==> src/hdl/sha1_pkg.sv <==
`timescale 1ns / 1ps
package sha1_pkg;

  localparam logic [31:0] K_ROUND0 = 32'h5A827999;
  localparam logic [31:0] K_ROUND1 = 32'h6ED9EBA1;
  localparam logic [31:0] K_ROUND2 = 32'h8F1BBCDC;
  localparam logic [31:0] K_ROUND3 = 32'hCA62C1D6;

  localparam logic [31:0] H_INIT0 = 32'h67452301;
  localparam logic [31:0] H_INIT1 = 32'hEFCDAB89;
  localparam logic [31:0] H_INIT2 = 32'h98BADCFE;
  localparam logic [31:0] H_INIT3 = 32'h10325476;
  localparam logic [31:0] H_INIT4 = 32'hC3D2E1F0;

  localparam logic [7:0] PAD_BYTE = 8'h80;
  localparam logic [5:0] LEN_POS  = 6'd56;
  localparam logic [6:0] LAST_ROUND = 7'd79;

  // One entry of the queue between front and back.
  typedef struct packed {
    logic [7:0] data_byte;
    logic       byte_present;
    logic       last_byte;
  } sha1_item_t;

  function automatic logic [31:0] rotl(input logic [31:0] x, input int unsigned n);
    rotl = (x << n) | (x >> (32 - n));
  endfunction

endpackage

==> src/hdl/sha1_front.sv <==
`timescale 1ns / 1ps
module sha1_front
  import sha1_pkg::*;
#(
  parameter int unsigned DEPTH_LOG2 = 2
) (
  input  logic       clk,
  input  logic       rst_n,
  input  logic [7:0] in_data_byte,
  input  logic       in_byte_present,
  input  logic       in_last_byte,
  input  logic       in_push,
  output logic       in_full,
  output sha1_item_t q_item,
  output logic       q_valid,
  input  logic       q_take
);

  localparam int unsigned DEPTH = 1 << DEPTH_LOG2;

  sha1_item_t                mem_r [DEPTH];
  logic [DEPTH_LOG2:0]       wp_r, wp_nxt, rp_r, rp_nxt;
  logic                      push_ok, take_ok;

  assign in_full = (wp_r[DEPTH_LOG2] != rp_r[DEPTH_LOG2]) &&
                   (wp_r[DEPTH_LOG2-1:0] == rp_r[DEPTH_LOG2-1:0]);
  assign q_valid = (wp_r != rp_r);
  // Items that neither carry a byte nor end the message change nothing: dropped here.
  assign push_ok = in_push && !in_full && (in_byte_present || in_last_byte);
  assign take_ok = q_take && q_valid;
  assign wp_nxt  = wp_r + (DEPTH_LOG2 + 1)'(push_ok);
  assign rp_nxt  = rp_r + (DEPTH_LOG2 + 1)'(take_ok);
  assign q_item  = mem_r[rp_r[DEPTH_LOG2-1:0]];

  always_ff @(posedge clk) begin
    if (push_ok) begin
      mem_r[wp_r[DEPTH_LOG2-1:0]] <= '{in_data_byte, in_byte_present, in_last_byte};
    end
  end

  always_ff @(posedge clk) begin
    if (!rst_n) begin
      wp_r <= '0;
      rp_r <= '0;
    end else begin
      wp_r <= wp_nxt;
      rp_r <= rp_nxt;
    end
  end

`ifndef SYNTHESIS
  a_no_overflow: assert property (@(posedge clk) disable iff (!rst_n)
    in_full |-> !push_ok) else $error("queue write while full");
  a_take_valid: assert property (@(posedge clk) disable iff (!rst_n)
    take_ok |-> q_valid) else $error("queue read while empty");
  a_count: assert property (@(posedge clk) disable iff (!rst_n)
    (wp_r - rp_r) <= (DEPTH_LOG2 + 1)'(DEPTH)) else $error("queue count out of range");
`endif

endmodule

==> src/hdl/sha1_back.sv <==
`timescale 1ns / 1ps
module sha1_back
  import sha1_pkg::*;
(
  input  logic        clk,
  input  logic        rst_n,
  input  sha1_item_t  q_item,
  input  logic        q_valid,
  output logic        q_take,
  output logic [31:0] out_digest_word,
  output logic [2:0]  out_word_index,
  output logic        out_last_word,
  output logic        out_empty,
  input  logic        out_pop
);

  typedef enum logic [5:0] {
    ST_IDLE  = 6'b000001,
    ST_PAD   = 6'b000010,
    ST_LEN   = 6'b000100,
    ST_COMP  = 6'b001000,
    ST_FOLD  = 6'b010000,
    ST_OUT   = 6'b100000
  } state_t;

  state_t       st_r, st_nxt;
  logic [31:0]  w_r [16];
  logic [31:0]  h_r [5];
  logic [31:0]  a_r, b_r, c_r, d_r, e_r;
  logic [63:0]  bits_r, len_r;
  logic [6:0]   rnd_r;
  logic [5:0]   pos_r;
  logic [2:0]   oidx_r;
  logic         fin_r;        // message ends after the pending compression
  logic         after_len_r;  // compression follows length bytes
  logic         mark_r;       // the 0x80 marker is still owed to the padding

  logic [5:0]   bpos;
  logic [31:0]  wsel, wexp, f, k, t;
  logic [3:0]   ri;
  logic [7:0]   wr_byte;
  logic         wr_en;
  logic [5:0]   wr_pos;

  assign bpos = bits_r[8:3];
  assign ri   = rnd_r[3:0];
  assign wexp = rotl(w_r[4'(ri + 4'd13)] ^ w_r[4'(ri + 4'd8)] ^ w_r[4'(ri + 4'd2)] ^
                     w_r[ri], 1);
  assign wsel = (rnd_r < 7'd16) ? w_r[ri] : wexp;

  always_comb begin
    if (rnd_r < 7'd20) begin
      f = (b_r & c_r) | (~b_r & d_r);
      k = K_ROUND0;
    end else if (rnd_r < 7'd40) begin
      f = b_r ^ c_r ^ d_r;
      k = K_ROUND1;
    end else if (rnd_r < 7'd60) begin
      f = (b_r & c_r) | (b_r & d_r) | (c_r & d_r);
      k = K_ROUND2;
    end else begin
      f = b_r ^ c_r ^ d_r;
      k = K_ROUND3;
    end
  end
  assign t = rotl(a_r, 5) + f + e_r + k + wsel;

  assign q_take = (st_r == ST_IDLE) && q_valid;

  // Byte writes into the block buffer, from message, padding or length.
  always_comb begin
    wr_en   = 1'b0;
    wr_byte = 8'h00;
    wr_pos  = pos_r;
    unique case (st_r)
      ST_IDLE: begin
        if (q_take) begin
          wr_en   = q_item.byte_present || q_item.last_byte;
          wr_byte = q_item.byte_present ? q_item.data_byte : PAD_BYTE;
          wr_pos  = bpos;
        end
      end
      ST_PAD: begin
        wr_en   = 1'b1;
        wr_byte = mark_r ? PAD_BYTE : 8'h00;
      end
      ST_LEN: begin
        wr_en   = 1'b1;
        wr_byte = len_r[63 - 8 * int'(pos_r[2:0]) -: 8];
      end
      default: ;
    endcase
  end

  always_comb begin
    st_nxt = st_r;
    unique case (st_r)
      ST_IDLE: begin
        if (q_take) begin
          if (wr_pos == 6'd63) st_nxt = ST_COMP;
          else if (q_item.byte_present && !q_item.last_byte) st_nxt = ST_IDLE;
          else if (q_item.byte_present) st_nxt = ST_PAD;
          else st_nxt = (wr_pos + 6'd1 == LEN_POS) ? ST_LEN : ST_PAD;
        end
      end
      ST_PAD: begin
        if (pos_r == 6'd63) st_nxt = ST_COMP;
        else if (pos_r + 6'd1 == LEN_POS) st_nxt = ST_LEN;
      end
      ST_LEN: begin
        if (pos_r == 6'd63) st_nxt = ST_COMP;
      end
      ST_COMP: begin
        if (rnd_r == LAST_ROUND) st_nxt = ST_FOLD;
      end
      ST_FOLD: begin
        if (!fin_r) st_nxt = ST_IDLE;
        else if (after_len_r) st_nxt = ST_OUT;
        else st_nxt = ST_PAD;
      end
      ST_OUT: begin
        if (out_pop && oidx_r == 3'd4) st_nxt = ST_IDLE;
      end
      default: st_nxt = ST_IDLE;
    endcase
  end

  always_ff @(posedge clk) begin
    if (wr_en) begin
      w_r[wr_pos[5:2]][8 * (3 - int'(wr_pos[1:0])) +: 8] <= wr_byte;
    end
    if (st_r == ST_COMP && rnd_r >= 7'd16) begin
      w_r[ri] <= wexp;
    end
    if (st_r == ST_FOLD) begin
      for (int i = 0; i < 16; i++) w_r[i] <= '0;
    end
    if (st_r == ST_COMP) begin
      a_r <= t;
      b_r <= a_r;
      c_r <= rotl(b_r, 30);
      d_r <= c_r;
      e_r <= d_r;
    end else begin
      a_r <= h_r[0];
      b_r <= h_r[1];
      c_r <= h_r[2];
      d_r <= h_r[3];
      e_r <= h_r[4];
    end
  end

  always_ff @(posedge clk) begin
    if (!rst_n) begin
      st_r        <= ST_IDLE;
      h_r         <= '{H_INIT0, H_INIT1, H_INIT2, H_INIT3, H_INIT4};
      bits_r      <= '0;
      len_r       <= '0;
      rnd_r       <= '0;
      pos_r       <= '0;
      oidx_r      <= '0;
      fin_r       <= 1'b0;
      after_len_r <= 1'b0;
      mark_r      <= 1'b0;
    end else begin
      st_r <= st_nxt;
      unique case (st_r)
        ST_IDLE: begin
          if (q_take) begin
            if (q_item.byte_present) bits_r <= bits_r + 64'd8;
            fin_r       <= q_item.last_byte;
            after_len_r <= 1'b0;
            len_r       <= q_item.byte_present ? bits_r + 64'd8 : bits_r;
            // Without a byte the 0x80 marker is written this cycle.
            pos_r       <= bpos + 6'd1;
            mark_r      <= q_item.byte_present && q_item.last_byte;
            rnd_r       <= '0;
          end
        end
        ST_PAD: begin
          pos_r  <= pos_r + 6'd1;
          mark_r <= 1'b0;
          rnd_r  <= '0;
        end
        ST_LEN: begin
          pos_r <= pos_r + 6'd1;
          if (pos_r == 6'd63) after_len_r <= 1'b1;
          rnd_r <= '0;
        end
        ST_COMP: rnd_r <= rnd_r + 7'd1;
        ST_FOLD: begin
          h_r[0] <= h_r[0] + a_r;
          h_r[1] <= h_r[1] + b_r;
          h_r[2] <= h_r[2] + c_r;
          h_r[3] <= h_r[3] + d_r;
          h_r[4] <= h_r[4] + e_r;
          rnd_r  <= '0;
          oidx_r <= '0;
        end
        ST_OUT: begin
          if (out_pop) begin
            oidx_r <= oidx_r + 3'd1;
            if (oidx_r == 3'd4) begin
              h_r    <= '{H_INIT0, H_INIT1, H_INIT2, H_INIT3, H_INIT4};
              bits_r <= '0;
              fin_r  <= 1'b0;
            end
          end
        end
        default: ;
      endcase
    end
  end

  assign out_empty       = (st_r != ST_OUT);
  assign out_digest_word = h_r[oidx_r];
  assign out_word_index  = oidx_r;
  assign out_last_word   = (oidx_r == 3'd4);

`ifndef SYNTHESIS
  a_round_range: assert property (@(posedge clk) disable iff (!rst_n)
    (st_r == ST_COMP) |-> (rnd_r <= LAST_ROUND)) else $error("round out of range");
  a_out_index: assert property (@(posedge clk) disable iff (!rst_n)
    (st_r == ST_OUT) |-> (oidx_r <= 3'd4)) else $error("digest index out of range");
  a_comp_to_fold: assert property (@(posedge clk) disable iff (!rst_n)
    (st_r == ST_COMP && rnd_r == LAST_ROUND) |=> (st_r == ST_FOLD))
    else $error("compression did not finish");
  a_len_done: assert property (@(posedge clk) disable iff (!rst_n)
    (st_r == ST_OUT) |-> fin_r) else $error("digest without end of message");
`endif

endmodule

==> src/hdl/sha1_byte_stream_hasher.sv <==
`timescale 1ns / 1ps
// The back end takes a byte item while idle; the 64th byte of a block starts a compression
// (80 rounds on one round unit plus the chaining fold). A last item adds byte-serial
// padding, one or two compressions, then five digest words, one per pop. A 4-entry
// queue parts input from the back end.
// rst_n is synchronous and active low; after it the hasher holds the initial values.
module sha1_byte_stream_hasher
  import sha1_pkg::*;
#(
  parameter int unsigned QUEUE_LOG2 = 2
) (
  input  logic        clk,
  input  logic        rst_n,
  input  logic [7:0]  in_data_byte,
  input  logic        in_byte_present,
  input  logic        in_last_byte,
  input  logic        push,
  output logic        full,
  output logic [31:0] out_digest_word,
  output logic [2:0]  out_word_index,
  output logic        out_last_word,
  output logic        empty,
  input  logic        pop
);

  sha1_item_t q_item;
  logic       q_valid, q_take;

  sha1_front #(.DEPTH_LOG2(QUEUE_LOG2)) u_front (
    .clk, .rst_n, .in_data_byte, .in_byte_present, .in_last_byte,
    .in_push(push), .in_full(full), .q_item, .q_valid, .q_take
  );

  sha1_back u_back (
    .clk, .rst_n, .q_item, .q_valid, .q_take,
    .out_digest_word, .out_word_index, .out_last_word,
    .out_empty(empty), .out_pop(pop)
  );

endmodule
==> config.mk <==
export PLATFORM = sky130hd
export DESIGN_NAME = sha1_byte_stream_hasher
export DESIGN_NICKNAME = d
export VERILOG_FILES = /design/src/hdl/sha1_pkg.sv /design/src/hdl/sha1_front.sv /design/src/hdl/sha1_back.sv /design/src/hdl/sha1_byte_stream_hasher.sv
export SDC_FILE = /design/constraint.sdc
export NUM_CORES = 2
export LEC_CHECK = 0
export BUFFER_PORTS_ARGS = -buffer_cell sky130_fd_sc_hd__buf_4
export CAP_MARGIN = 20
export CELL_PAD_IN_SITES_DETAIL_PLACEMENT = 2
export CELL_PAD_IN_SITES_GLOBAL_PLACEMENT = 2
export CORE_MARGIN = 5
export CORE_UTILIZATION = 45
export CTS_CLUSTER_DIAMETER = 50
export DETAILED_ROUTE_END_ITERATION = 6
export GPL_ROUTABILITY_DRIVEN = 0
export PLACE_DENSITY_LB_ADDON = 0.3
export SLEW_MARGIN = 20
export SYNTH_ARGS = -nofsm -noshare
export SYNTH_HDL_FRONTEND = slang
export SYNTH_SLANG_ARGS = --single-unit
==> constraint.sdc <==
create_clock -name clk -period 15.06 [get_ports clk]
set_clock_uncertainty 0.15 [all_clocks]
set_input_delay 0.753 -clock clk [delete_from_list [all_inputs] [get_ports clk]]
set_output_delay 0.753 -clock clk [all_outputs]
set_load 0.01 [all_outputs]
## Word level (Yosys, flattened, before mapping)

Memories as Yosys holds them, arrays and structs flattened. A register that Yosys moved wholly into a read port is not among the register bits.
Index checks and enable logic that the tools add are counted.

- $add $sub $neg: 23
- Multipliers: 0
- Div/mod/pow operators: 0
- $lt $le $gt $ge: 6
- Equality and inequality tests: 23
- Shifts and indexed selects: 3
- Multiplexer cells: 76
- Bitwise logic cells: 17
- Reduce and logical (&&, ||, !) cells: 32

Operators by type and width:

| cell | number |
|---|---|
| 32-bit 2-to-1 mux | 18 |
| 160-bit 2-to-1 mux | 2 |
| 160-bit case mux with 2 select lines | 1 |
| 32-bit adder | 9 |
| 64-bit 2-to-1 mux | 4 |
| 32-bit XOR | 5 |
| 32-bit bitwise AND | 4 |
| 64-bit case mux with 2 select lines | 1 |
| 32-bit binary-select mux with 3-bit select | 1 |
| 32-bit OR | 3 |
| 6-bit 2-to-1 mux | 14 |
| 71-bit by 32-bit indexed part select with 8-bit output | 1 |
| 64-bit by 4-bit adder with 64-bit output (second input constant) | 1 |
| 32-bit OR reduction | 2 |
| 6-bit case mux with 6 select lines | 1 |
| 32-bit negator with 33-bit output | 1 |
| 8-bit by 33-bit variable shift with 32-bit output (first input constant) | 1 |
| 8-bit by 33-bit indexed part select with 32-bit output | 1 |
| 32-bit NOT | 1 |
| 32-bit by 1-bit OR with 32-bit output | 1 |
| 32-bit by 30-bit OR with 32-bit output | 1 |
| 32-bit by 5-bit OR with 32-bit output | 1 |
| 31-bit 2-to-1 mux | 1 |
| 6-bit == test (second input constant) | 5 |
| 49 further kinds | 100 |

- Register bits after elaboration: 479
- Bits in latches: 0
- Bits in writable memories: 552
- Memory bits (read-only): 0
- Bits of input ports: 14
- Output and inout bits: 38
- Logic and storage cells: 203
- Memories: 2

Memories:

| memory | depth | bits a word | rd ports | clocked after Yosys merged registers in | write ports | line | RTL |
|---|---|---|---|---|---|---|---|
| u_back.w_r | 16 | 32 | 4 | 1 | 16 | sha1_back.sv:27 | `logic [31:0] w_r [16];` |
| u_front.mem_r | 4 | 10 | 1 | 1 | 1 | sha1_front.sv:21 | `sha1_item_t mem_r [DEPTH];` |

## Longest topological paths before layout

- Word-level depth: 12
- Gate-level depth with buffers: 31
- Gate-level depth less buffers: 25

## Hierarchy

From an unflattened synthesis, not the netlist that was laid out.

- Cell total of the unflattened synthesis: 7416
- Area total of the unflattened synthesis: 69145.1 sq um

By module, submodules not included:

| module | instances | cells an instance | area an instance (sq um) | sequential area each (sq um) |
|---|---|---|---|---|
| sha1_back | 1 | 7332 | 67369.6 | 19678.9 |
| sha1_front | 1 | 84 | 1775.5 | 1321.3 |

## Least setup slack after synthesis

OpenSTA, ideal clock, no wires.

- Kind: register to register
- Start point: register u_back.rnd_r[1]
- End point: register u_back.a_r[31]
- Library setup time: 0.131 ns
- Data arrival time: 6.902 ns
- Data required time: 14.779 ns
- Setup slack: 7.878 ns
- Cell stages (with the launch flop): 31
- Buffers on the path: 6
- Period minus slack after synthesis: 7.182 ns
- Cells stage by stage: dfxtp_1 > buf_2 > buf_4 > buf_2 > buf_2 > buf_4 > inv_1 > ha_1 > buf_1 > mux4_2 > mux4_2 > xor2_1 > xnor2_1 > nand2_1 > o21ai_0 > fa_1 > fa_1 > inv_1 > ha_1 > inv_1 > fa_1 > nand2b_1 > a21oi_1 > o21ai_0 > a21oi_1 > a21oi_1 > o31ai_1 > a41oi_1 > o21ai_0 > xnor2_1 > o21ai_0

- Cells in the longest elaborated chain, start to end: 9
- Elaborated cells on any way between the ends: 24
- Those cells by class: add/sub (7); order compare (4); mux (8); bitwise (4); memory (1)

Ends and longest elaborated chain:

| item | line | RTL |
|---|---|---|
| from (decl) | sha1_back.sv:31 | `logic [6:0] rnd_r;` |
| from (signal assigned) | sha1_back.sv:190 | `ST_COMP: rnd_r <= rnd_r + 7'd1;` |
| 7-bit by 6-bit less-than comparator with 1-bit output / 4-bit adder (equally long branches) | sha1_back.sv:58, sha1_back.sv:47 |  |
| 32-bit 2-to-1 mux / memory read 16 x 32 bit (equally long branches) | - |  |
| 32-bit 2-to-1 mux / 32-bit XOR (equally long branches) | sha1_back.sv:55, sha1_back.sv:47 |  |
| 32-bit 2-to-1 mux / 32-bit XOR (equally long branches) | sha1_back.sv:52, sha1_back.sv:47 |  |
| 32-bit adder / 32-bit XOR (equally long branches) | sha1_back.sv:66, sha1_back.sv:47 |  |
| 32-bit adder / 32-bit by 1-bit OR with 32-bit output (equally long branches) | sha1_back.sv:66, sha1_pkg.sv:27 |  |
| 32-bit adder / 32-bit 2-to-1 mux (equally long branches) | sha1_back.sv:66, sha1_back.sv:49 |  |
| 32-bit adder (*) | sha1_back.sv:66 | `assign t = rotl(a_r, 5) + f + e_r + k + wsel;` |
| 32-bit 2-to-1 mux (*) | sha1_back.sv:138 | `if (st_r == ST_COMP) begin` |
| to (signal assigned) | sha1_back.sv:139 | `a_r <= t;` |
| to (signal assigned) | sha1_back.sv:145 | `a_r <= h_r[0];` |
| to (decl) | sha1_back.sv:29 | `logic [31:0] a_r, b_r, c_r, d_r, e_r;` |

Every way passes the cells marked *; elsewhere a longest branch is shown, timed or not.
A chain may end at the register's enable or synchronous reset.

## Worst setup path after layout

- Start point: register u_back.rnd_r[1]
- End point: register u_back.a_r[26]

Same word-level chain as after synthesis.

==> reports/summary.txt <==
Die H - 403 µm
flops & latches, synth - 1029
total CTS buffers - 158
Post-CTS Hold Fix Bufs - 10
share of cells above drive strength 1 - 17.5%
critical path peak fanout - 48
Final period util - 68.7%
library cells used by synthesis - 94
Buf+Inv Stages, Crit Path - 5
drt total wl - 355000 µm
f_max - 96.6 MHz
synth-to-layout area growth - 11.2%
top cells by count, synth - nor2_1, dfxtp_1, nand2_1
Crit Path Category - register to register
Worst-path clk slew - 0.06 ns
fraction of registers with async set/reset - 0%
Final TNS setup - 0 ns
Post-CTS Resized - 0
Worst Setup Slack, final - 4.71 ns
DRC - 0
Worst Hold Depth - 2
WL/cell - 37.6 µm
status - complete, no violations
leading area contributor after synthesis - dfxtp_1
P_sw - 4130 µW
worst slew pin tran - 1.38 ns
vias in the first global route - 74300
most frequent cell after synthesis - nor2_1
Main synth FF type - dfxtp_1
Initial Utilization - 45.2%
CTS tree - yes
vias per inst - 7.24
Reg2Reg Depth - 21
PD cells - 138 nW/µm²
CP Data Required Time - 15.59 ns
Final Instance Area - 77200 µm²
Synth warnings - 0
Area contributors post-synth - dfxtp_1, mux4_2, nor2_1
RSZ-0062 raised after global routing - false
CTS Buffer Depth - 3
worst hold margin - 0.222 ns
post-layout net count - 7625
antenna violations before repair - 13
Gate power share - 32.0%
CTS sink count - 1029
max-cap violations - 0
vias - 68500
critical path capture point type - register
WP data arrival - 10.88 ns
Die X - 403 µm
critical-path cell list - inv_1, ha_4, buf_4, buf_4, mux4_2, mux4_2, xor2_1, xnor2_1, nand2_1, o21ai_0, fa_1, fa_1, inv_1, ha_1, inv_1, or2_2, o311ai_0, a41oi_1, o21bai_1, nor4_1, a211o_1
Startpoint Class - register
hold crit path type - primary input to register
Max-slew headroom - 7.62%
Setup WS pre-CTS - 4.87 ns
clock root buffer - clkbuf_16
post-route ant nets - 0
placed cell area - 71500 µm²
clock power share - 37.9%
port buffer count - 51
clk_lat worst skew - 0.83 ns
syn nets - 7765
Post-CTS Setup Inserts - 0
Sw Share - 38.7%
TritonRoute pass-1 iters - 6
Post-Synthesis Cells - 7415
max incr delay on CP - 0.91 ns
LEAKAGE - 0.0298 µW
die area - 162000 µm²
total internal power - 6520 µW
initial drt markers - 8318
global-route wire length before repair - 518000 µm
Final Max Slew Viols - 0
Synth top area share - 28.5%
cell class contributing the biggest share of worst-path delay - adder cells
syn avg cell area - 9.36 µm²
Core ar. - 154000 µm²
largest net degree at the start of global routing - 207
slowest CP cell - ha_4
setup violators final - 0
Tmin final - 10.35 ns
I/O pin cnt - 52
Final Hold Fails - 0
Flop pwr share - 30.0%
Syn Std Cell Area - 69400 µm²
grt ovf - 0
worst vdd ir - 132 µV
WP depth - 21
DP HPWL - 209000 µm
Clock H-tree levels - 4
most frequent CP cell - inv_1
sequential-to-total area share from yosys stat - 30.2%
Post-synth EDFFs - 40
Total GRT Usage - 42.5%
Std-Cell Rows - 144
==> worst paths after layout <==
kind	startpoint	to	slack [ns]
max	u_back.rnd_r[1]$_SDFFE_PN0P_	u_back.a_r[26]$_DFF_P_	4.71
min	rst_n	u_back.h_r[75]$_SDFFE_PN1P_	0.22
max reg2reg	u_back.rnd_r[1]$_SDFFE_PN0P_	u_back.a_r[26]$_DFF_P_	4.71
min reg2reg	u_back.h_r[16]$_SDFFE_PN0P_	u_back.e_r[16]$_DFF_P_	0.34
==> cell usage in the layout (no fill, tap or decap), types with 99 or more instances in the layout <==
| cell | count |
|---|---|
| nor2_1 | 1014 |
| dfxtp_1 | 979 |
| nand2_1 | 916 |
| mux4_2 | 695 |
| nor3_1 | 437 |
| o21ai_0 | 381 |
| a21oi_1 | 370 |
| inv_1 | 299 |
| ha_1 | 209 |
| xnor2_1 | 162 |
| buf_4 | 162 |
| clkbuf_16 | 161 |
| xor2_1 | 157 |
| fa_1 | 125 |
| nor2b_1 | 112 |
| nand3_1 | 99 |
==> sequential cells by signal, summed over array words and instances (netlist names), 7 cells and up, named ones only <==
| name | flops |
|---|---|
| u_back.w_r | 512 |
| u_back.h_r | 160 |
| u_back.bits_r | 61 |
| u_back.len_r | 61 |
| u_front.mem_r | 40 |
| u_back.a_r | 32 |
| u_back.b_r | 32 |
| u_back.c_r | 32 |
| u_back.d_r | 32 |
| u_back.e_r | 32 |
| u_back.rnd_r | 7 |
==> power by group through the flow <==
| stage | registers [µW] | logic (µW) | clock network (µW) |
|---|---|---|---|
| floorplan | 3100 | 2110 | 0 |
| global placement | 3170 | 2770 | 0 |
| detailed placement | 3210 | 3000 | 0 |
| CTS | 3180 | 3220 | 4020 |
| global route | 3200 | 3520 | 4140 |
| finish | 3200 | 3410 | 4040 |
==> cell type report <==
| class | count | area, µm² |
|---|---|---|
| inverters | 303 | 1140 |
| flip-flops and latches | 1029 | 21000 |
| clock buffers | 194 | 4340 |
| diodes | 9 | 22.5 |
| repair buffers | 181 | 1500 |
| fillers | 15700 | 76500 |
| multi-input cells | 5602 | 45400 |
| well taps | 2044 | 2560 |
| clock inverters | 96 | 1190 |
==> through the flow <==
stage	utilization [%]	std cells	power, µW
3_3_place_gp	46.5	9145	5940
6_report	50.2	9458	10700
3_5_place_dp	46.5	9146	6210
5_1_grt	50.2	9449	10900
2_1_floorplan	-	7415	5210
4_1_cts	50.2	9446	10400
==> worst register-to-register path, delay by kind of cell (launching register included) <==
kind	cells	cell delay (ns)
AO/OA/AOI/OAI	5	2.16
XOR/XNOR	2	0.81
adder cells (fa/ha/maj)	4	2.38
buffers and inverters	5	2.12
flip-flops	1	0.83
multiplexers	2	1.16
AND/OR/NAND/NOR	3	0.62
==> cells by family (layout without fill, tap and decap cells) <==
logic type | after synthesis | in the layout | share of synthesized area [%]
other cells | 0 | 9 | 0
buf+inv | 784 | 774 | 4.64
compound gates | 1320 | 1320 | 11.9
fa+ha+maj | 336 | 336 | 7.41
flops | 1029 | 1029 | 30.2
xor+xnor | 322 | 322 | 4.06
simple gates | 2849 | 2849 | 18.0
mux | 775 | 775 | 23.7
==> metal layers <==
metal / part of all wire [%] / wire (µm) / global-route usage (%) / vias up
met4: 9.5 / 33800 / 32.8 / 8
met5: 0.013 / 46 / 0.149 / -
li1: - / - / - / 26500
met1: 35 / 126000 / 49.5 / 35000
met2: 45 / 160000 / 66.6 / 5014
met3: 10 / 35800 / 11.4 / 2000
(Power assumes the default switching activity.)
